$ cat src/rtl/rmss_pkg.sv
`default_nettype none
// ----------------------------------------------------------------------------
// rmss_pkg
// shared types, codes and defaults of the rating matrix similarity search
// ----------------------------------------------------------------------------
package rmss_pkg;

  // default matrix shape
  localparam int MEMBERS_DEF = 64;
  localparam int BOOKS_DEF   = 64;

  // width that holds any legal member or book count
  localparam int IDX_EXT_W = 11;

  // field widths of the item channels
  localparam int FUNC_W    = 2;
  localparam int MEMBER_W  = 6;
  localparam int BOOK_W    = 6;
  localparam int RATING_W  = 8;
  localparam int PRODUCT_W = 2 * RATING_W;

  // request codes on in_func
  localparam logic [FUNC_W-1:0] FUNC_WRITE = 2'd0;
  localparam logic [FUNC_W-1:0] FUNC_READ  = 2'd1;
  localparam logic [FUNC_W-1:0] FUNC_QUERY = 2'd2;

  // command queue depth, power of two
  localparam int QUEUE_DEPTH = 2;

  typedef enum logic [1:0] {
    OP_NOP,
    OP_WRITE,
    OP_READ,
    OP_QUERY
  } op_t;

  typedef struct packed {
    op_t                 op;
    logic [MEMBER_W-1:0] member;
    logic [BOOK_W-1:0]   book;
    logic [RATING_W-1:0] value;
  } cmd_t;

  // head of the command queue as seen by the back end
  typedef struct packed {
    logic valid;
    cmd_t cmd;
  } head_t;

  typedef enum logic [2:0] {
    ST_CLEAR,
    ST_IDLE,
    ST_READ,
    ST_QRUN,
    ST_QDRAIN
  } back_state_t;

endpackage : rmss_pkg
`default_nettype wire

$ cat src/rtl/rmss_queue.sv
`default_nettype none
// ----------------------------------------------------------------------------
// rmss_queue
// short command queue between the front end and the back end
// ----------------------------------------------------------------------------
module rmss_queue
  import rmss_pkg::*;
(
  input  wire logic clk,
  input  wire logic rst_n,
  input  wire logic push,
  input  wire cmd_t push_cmd,
  input  wire logic pop,
  output logic      full,
  output head_t     head
);

  localparam int PW = (QUEUE_DEPTH > 1) ? $clog2(QUEUE_DEPTH) : 1;
  localparam int CW = $clog2(QUEUE_DEPTH + 1);
  localparam logic [PW-1:0] PTR_LAST = PW'(QUEUE_DEPTH - 1);
  localparam logic [CW-1:0] CNT_FULL = CW'(QUEUE_DEPTH);

  cmd_t          slot_r [QUEUE_DEPTH];
  logic [PW-1:0] wr_ptr_r, wr_ptr_nxt;
  logic [PW-1:0] rd_ptr_r, rd_ptr_nxt;
  logic [CW-1:0] count_r, count_nxt;
  logic          do_pop;

  assign do_pop = pop && (count_r != '0);

  always_comb begin
    wr_ptr_nxt = wr_ptr_r;
    rd_ptr_nxt = rd_ptr_r;
    count_nxt  = count_r;
    if (push) begin
      wr_ptr_nxt = (wr_ptr_r == PTR_LAST) ? '0 : wr_ptr_r + 1'b1;
    end
    if (do_pop) begin
      rd_ptr_nxt = (rd_ptr_r == PTR_LAST) ? '0 : rd_ptr_r + 1'b1;
    end
    if (push && !do_pop) begin
      count_nxt = count_r + 1'b1;
    end else if (!push && do_pop) begin
      count_nxt = count_r - 1'b1;
    end
  end

  always_ff @(posedge clk) begin
    if (!rst_n) begin
      wr_ptr_r <= '0;
      rd_ptr_r <= '0;
      count_r  <= '0;
    end else begin
      wr_ptr_r <= wr_ptr_nxt;
      rd_ptr_r <= rd_ptr_nxt;
      count_r  <= count_nxt;
    end
  end

  always_ff @(posedge clk) begin
    if (push) begin
      slot_r[wr_ptr_r] <= push_cmd;
    end
  end

  assign full       = (count_r == CNT_FULL);
  assign head.valid = (count_r != '0);
  assign head.cmd   = slot_r[rd_ptr_r];

endmodule : rmss_queue
`default_nettype wire

$ cat config.mk
export PLATFORM = sky130hd
export DESIGN_NAME = rmss_queue
export DESIGN_NICKNAME = d
export VERILOG_FILES = /design/src/rtl/rmss_pkg.sv /design/src/rtl/rmss_queue.sv
export SDC_FILE = /design/constraint.sdc
export NUM_CORES = 1
export LEC_CHECK = 0
export ABC_CLOCK_PERIOD_IN_PS = 2100
export BUFFER_PORTS_ARGS = -buffer_cell sky130_fd_sc_hd__buf_4
export CORE_MARGIN = 2
export CORE_UTILIZATION = 50
export DETAILED_ROUTE_END_ITERATION = 7
export PLACE_DENSITY = 0.77
export SYNTH_ARGS = -nofsm -noshare
export SYNTH_HDL_FRONTEND = slang
export SYNTH_SLANG_ARGS = --single-unit
$ cat constraint.sdc
create_clock -name clk -period 2.1 [get_ports clk]
set_input_delay 0.21 -clock clk [delete_from_list [all_inputs] [get_ports clk]]
set_output_delay 0.21 -clock clk [all_outputs]
set_load 0.005 [all_outputs]
* Word-level counts from Yosys, hierarchy flattened *
Memory sizes are Yosys's and may differ from the RTL's. A register that Yosys moved wholly into a read port is not among the register bits.
Cells that the tools add are included.

word-level totals
  memories kept = 1
  input bits = 26
  memory bits (writable) = 44
  logic and storage cells = 24
  bits in registers = 4

cells by class
  equality and inequality tests = 1
  reductions and logical operators = 7
  add/sub/neg operators = 4
  muxes and demuxes = 8

memory list
  memory  words  bits a word  rd ports  clocked after Yosys merged registers in  write ports  line              source
  slot_r  2      22           1         1                                        1            rmss_queue.sv:23  cmd_t slot_r [QUEUE_DEPTH];

operator list
  kind                                               count
  two-way mux 1 bit                                  6
  two-way mux 2 bit                                  2
  nonzero test 2 bit                                 2
  logical AND 1 bit                                  3
  adder 1 bit (second input constant)                2
  adder 2 x 1 -> 2 bit (second input constant)       1
  equality test 2 bit (second input constant)        1
  logical NOT 1 bit                                  2
  subtractor 2 x 1 -> 2 bit (second input constant)  1

* Depth between registers and ports, before layout *
Gate-level depths: netlist of run 1.

  word-level depth = 5
  mapped depth = 5

* Worst setup path after synthesis of run 1 *
OpenSTA, ideal clock, no wires.

  kind = register to register
  from = register wr_ptr_r
  to = memory slot_r[0][0] (netlist name), enable pin
  path slack = 0.355 ns
  clock period less this slack = 1.745 ns
  path buffers = 0
  setup time = 0.405 ns
  required time = 1.695 ns
  cell stages (with the launch flop) = 2
  arrival time = 1.340 ns
  path through = dfxtp_1 > nor2b_1

RTL lines
  element                 line              source
  start, declared         rmss_queue.sv:24  logic [PW-1:0] wr_ptr_r, wr_ptr_nxt;
  start signal, assigned  rmss_queue.sv:54  wr_ptr_r <= wr_ptr_nxt;
  end, declared           rmss_queue.sv:23

No word-level cell before the write port.

==> results of run 1 <==
sequential cells by signal (all words and copies together), names as in the netlist, named ones only:
| register | count |
|---|---|
| count_r | 2 |
| rd_ptr_r | 1 |
| slot_r | 44 |
| wr_ptr_r | 1 |
metal layers:
metal  track usage  up-vias  wire (µm)
met3        0.0458        5        178
met4        0.0571        0         36
met2         0.268       26       1490
met5             0        -          0
li1              -      458          -
met1         0.161      451       1110
per-stage QoR:
stage | worst slack, ns | utilization
final | 0.421 | 0.684
after global routing | 0.354 | 0.684
after CTS | 0.396 | 0.684
after detailed placement | 0.654 | 0.661
after global placement | 0.753 | 0.661
after floorplan | 0.355 | -
critical path: stages, from the launching register on:
cell and delay [ns]:
dfxtp_1 0.33, buf_4 0.28, mux2_2 0.39, buf_4 0.14
cell families after synthesis:
logic type               synth area share
buffers and inverters             0.00556
XOR/XNOR                           0.0146
flip-flops                          0.790
adder cells (fa/ha/maj)           0.00695
AND/OR/NAND/NOR                    0.0313
multiplexers                        0.138
AO/OA/AOI/OAI                      0.0139
cell usage after synthesis:
cell type  instances
o21a_1             1
ha_1               1
and2_1             4
a21boi_1           1
dfxtp_1            5
mux2_2            22
xnor2_1            2
edfxtp_1          44
o21ai_0            1
o21ai_1            1
nor2b_1            3
or2_2              1
buf_2              2
or3_1              1
xor2_1             1
cells in the final DEF, fill, tap and decap left out, drive strengths merged:
cell,count
a21boi,1
and2,4
buf,52
bufinv,1
clkbuf,5
clkinv,1
clkinvlp,1
dfxtp,5
edfxtp,44
ha,1
mux2,22
nor2b,3
o21a,1
o21ai,2
or2,1
or3,1
xnor2,2
xor2,1
path summary, 6_finish.rpt:
kind / startpoint / endpoint / slack (ns) / depth (start not counted)
hold reg to reg: count_r[1] / count_r[1] / 0.55 / 2
hold / removal: push_cmd[2] / slot_r[0][2] / 0.04 / 1
setup / recovery: register / head[13] / 0.42 / 3
setup reg to reg: count_r[0] / count_r[1] / 0.65 / 4
final cells by class:
class                           count  share of cell area
Multi-Input combinational cell     39               0.160
Tap cell                           46              0.0248
Clock buffer                        5              0.0162
Timing Repair Buffer               52               0.168
Clock inverter                      3              0.0178
Sequential cell                    49               0.613
power groups by stage:
stage               registers [mW]  logic [mW]  clock network, mW
floorplan                     1.20       0.356                  0
global placement              1.20       0.643                  0
detailed placement            1.21       0.653                  0
CTS                           1.19       0.656              0.529
global route                  1.20       0.700              0.566
finish                        1.19       0.645              0.517
==> results.yml, run 1 <==
status:
  status: "finished, final reports clean"
yosys:
  syn-cell-area_um2: 1800
  synth.net_count: 117
  ys_seq_area_frac: 0.790
  avgSynthCellArea_um2: 20.0
  synth_top_area_share: 0.734
  ys_types: 15
  synthTopCellsByArea: "edfxtp_1 73%, mux2_2 14%, dfxtp_1 5.6%"
  yosysTopAreaCell: "edfxtp_1"
  yosys_warnings: 0
  synth.ff_latch_count: 49
  netlist_instances: 90
route:
  wl_mm: 2.81
  first_pass_iters: 4
  avgViaCountPerCell: 4.85
  wl_per_cell_um: 14.5
  vias: 940
  drt_iter0_drc: 39
  ant_nets: 0
  drc: 0
worst_setup_path:
  cp-start-kind: "register"
  crit_arrival_ns: 1.47
  end_kind: "primary output"
  cp.required_ns: 1.89
  crit_fanout: 22
  worstSetupPathType: "reg -> out"
layout:
  num_antenna_cells: 0
  layoutNonFillerInstCount: 194
  nNetsFinal: 174
  layout-drive-gt1-share: 0.561
  nFillCells: 218
  syn_to_final_growth_pct: 28.9
  multi_input_area_um2: 370
  register_area_um2: 1420
  post-route-cell-area_um2: 2320
clock_network:
  clock_latency_ns: 0.34
  cts_hold_buffers: 0
  cts_resized: 0
  numCtsBuffers: 5
  htree_levels: 2
  postCtsSetupRepairBufs: 0
  path_clk_slew_ns: 0.13
  clockBufferDepth: 2
  clock_sinks: 49
  clockRootBuffer: "clkbuf_4"
  cts_tree: "built"
flow_run:
  drv_cap: 0
placed_design:
  dpl_cell_area_um2: 2240
  portBuffers: 49
  gp_congestion: 0.625
  hpwl_mm: 1.98
  dp.cells: 186
pwr:
  p_leak_nw: 0.875
  irDropWorstVdd_uv: 591
  switchingPower_mw: 0.553
  p_int_mw: 1.80
  powerDensity_nw_per_um2: 1010
  clkPwrFrac: 0.220
  seq_power_share: 0.505
  p_total_mw: 2.35
  combPwrFrac: 0.275
  p_sw_frac: 0.235
floorplan:
  start_util: 0.531
  die_x_um: 64.0
  fp.dieH_um: 64.0
  row_count: 21
  dieArea_um2: 4090
  io_pins: 50
  coreArea_um2: 3390
sta:
  post-route-min-period_ns: 1.68
  rsz0062_at_grt: "no"
  fin_crit_sh: 0.799
  worstMarginPinSlew_ns: 0.373
  max_freq_mhz: 596
  whs_ns: 0.0366
  slew_violations: 0
  setup_violations: 0
  fin_skew_ns: 0.00656
  hold_viol_final: 0
  slew_headroom: 0.751
  setup_tns_ns: 0
worst_hold_path:
  hp-class: "in -> reg"
global_routing:
  grt_max_degree: 24
  grt_pass1_wl_mm: 4.52
  grt_antenna_before_repair: 0
  grtUsageTotal: 0.148
  gr-total-overflow: 0
  grt_pass1_vias: 1005
Note: power is estimated with default switching activity, not from simulation.
==> run 2: changes to the inputs <==
--- a/config.mk
+++ b/config.mk
@@ -5,7 +5,7 @@
 export SDC_FILE = /design/constraint.sdc
 export NUM_CORES = 1
 export LEC_CHECK = 0
-export ABC_CLOCK_PERIOD_IN_PS = 2100
+export ABC_CLOCK_PERIOD_IN_PS = 1750
 export BUFFER_PORTS_ARGS = -buffer_cell sky130_fd_sc_hd__buf_4
 export CORE_MARGIN = 2
 export CORE_UTILIZATION = 50
==> constraint.sdc (replaced) <==
create_clock -name clk -period 1.75 [get_ports clk]
set_input_delay 0.175 -clock clk [delete_from_list [all_inputs] [get_ports clk]]
set_output_delay 0.175 -clock clk [all_outputs]
set_load 0.005 [all_outputs]
==> run 2 against run 1 <==
Sequential share of layout area decreased by 5.8 points. Cell area increased by 11%. Worst hold slack improved by 0.014 ns. Wire length increased by 16%. Die area unchanged. Cell count increased by 12%. Sequential power increased by 20%. Register-to-register slack got worse by 0.33 ns. Setup slack got worse by 0.29 ns. Critical path type unchanged. Critical endpoint is now head[9]. Largest cell class unchanged.
==> results.yml, run 2 (synthesis gave the netlist of run 1 again) <==
status:
  status: "finished, final reports clean"
layout:
  layout-drive-gt1-share: 0.500
  num_antenna_cells: 0
  post-route-cell-area_um2: 2560
  largest_reg_flops: 44
  layout_common_cells: "53 x buf_4, 44 x edfxtp_1, 22 x mux2_2, 22 x dlygate4sd3_1"
  reg_top3: "slot_r x44, count_r x2"
  final_common_cell: "buf_4"
  layoutNonFillerInstCount: 218
  syn_to_final_growth_pct: 42.4
  nNetsFinal: 198
  postLayoutCoreUtil: 0.756
  regMostFlops: "slot_r"
placed_design:
  dpl_cell_area_um2: 2250
  gp_congestion: 0.639
  portBuffers: 49
  dp.cells: 188
  hpwl_mm: 2.10
clock_network:
  clockRootBuffer: "clkbuf_4"
  numCtsBuffers: 5
  clock_sinks: 49
  cts_tree: "built"
  clock_latency_ns: 0.36
  clockBufferDepth: 2
  htree_levels: 2
  path_clk_slew_ns: 0.13
  postCtsSetupRepairBufs: 0
route:
  avgViaCountPerCell: 4.94
  wl_per_cell_um: 15.0
  drc: 0
  first_pass_iters: 4
  drt_iter0_drc: 40
  vias: 1077
  ant_nets: 0
  wl_mm: 3.26
pwr:
  irDropWorstVdd_uv: 797
  p_leak_nw: 0.980
  powerDensity_nw_per_um2: 1130
flow_run:
  drv_cap: 0
worst_setup_path:
  worstSetupPathType: "reg -> out"
  path_delay_family: "multiplexers"
  crit_arrival_ns: 1.44
  slowest_delay_ns: 0.37
  crit_fanout: 22
  end_kind: "primary output"
  cp.required_ns: 1.57
  critPathBufInv: 2
  crit_chain: "buf_6 -> mux2_2 -> buf_4"
  rr_startpoint: "count_r[0]"
  slowest_stage: "mux2_2"
  cp-start-kind: "register"
floorplan:
  row_count: 21
  dieArea_um2: 4090
  start_util: 0.531
  die_x_um: 64.0
  coreArea_um2: 3390
  fp.dieH_um: 64.0
  io_pins: 50
global_routing:
  grt_pass1_vias: 1183
  gr-total-overflow: 0
  grt_pass1_wl_mm: 5.24
  grt_max_degree: 23
  grtUsageTotal: 0.181
  grt_antenna_before_repair: 0
worst_hold_path:
  hp-class: "in -> reg"
  hp-start: "rst_n"
sta:
  setup_tns_ns: 0
  rsz0062_at_grt: "no"
  hold_viol_final: 0
  whs_ns: 0.0509
  fin_skew_ns: 0.00593
  fin_crit_sh: 0.923
  setup_violations: 0
  slew_headroom: 0.857
  slew_violations: 0
  post-route-min-period_ns: 1.62
  max_freq_mhz: 619
  worstMarginPinSlew_ns: 0.214
[run 2: timing repair]
item / in CTS / in global routing
resized for setup: 0 / 1
hold endpoints to repair: 44 / 0
endpoints found under the setup margin: 0 / 17
hold buffers: 22 / 0
[run 2: layout make-up]
| type | instances | area, µm² |
|---|---|---|
| Multi-Input combinational cell | 39 | 370 |
| Sequential cell | 49 | 1420 |
| Timing Repair Buffer | 76 | 629 |
| Clock inverter | 3 | 46.3 |
| Tap cell | 46 | 57.6 |
| Clock buffer | 5 | 37.5 |
| Fill cell | 208 | 827 |
[run 2: worst register-to-register path, delay by kind of cell, from the launching register on]
family	cells	cell delay [ns]
AO/OA/AOI/OAI	2	0.25
adder cells (fa/ha/maj)	1	0.33
flip-flops	1	0.44
AND/OR/NAND/NOR	1	0.35
[run 2: stage by stage]
step                power (mW)  setup slack, ns
floorplan                 1.87          0.00541
global placement          2.22            0.405
detailed placement        2.25            0.350
CTS                       2.93           0.0479
global route              3.06           0.0502
finish                    2.90            0.134
[run 2: final timing paths]
kind,to,slack (ns),depth (start not counted)
hold reg to reg,count_r[1],0.55,2
setup / recovery,head[9],0.13,3
setup reg to reg,count_r[1],0.32,4
hold / removal,wr_ptr_r,0.05,2
[run 2: metal layers]
layer / wire, µm / up-vias / track usage / part of all wire
met2: 1900 / 34 / 0.346 / 0.58
li1: - / 507 / - / -
met5: 0 / - / 0 / 0
met3: 158 / 8 / 0.0616 / 0.048
met1: 1120 / 528 / 0.172 / 0.34
met4: 78 / 0 / 0.0788 / 0.024
[run 2: where the power goes]
| part | internal, mW | total (mW) | leakage (nW) | switching (mW) |
|---|---|---|---|---|
| Combinational | 0.525 | 0.836 | 0.484 | 0.311 |
| Clock | 0.303 | 0.639 | 0.0414 | 0.336 |
| Sequential | 1.38 | 1.43 | 0.454 | 0.0513 |
| Total | 2.20 | 2.90 | 0.980 | 0.699 |
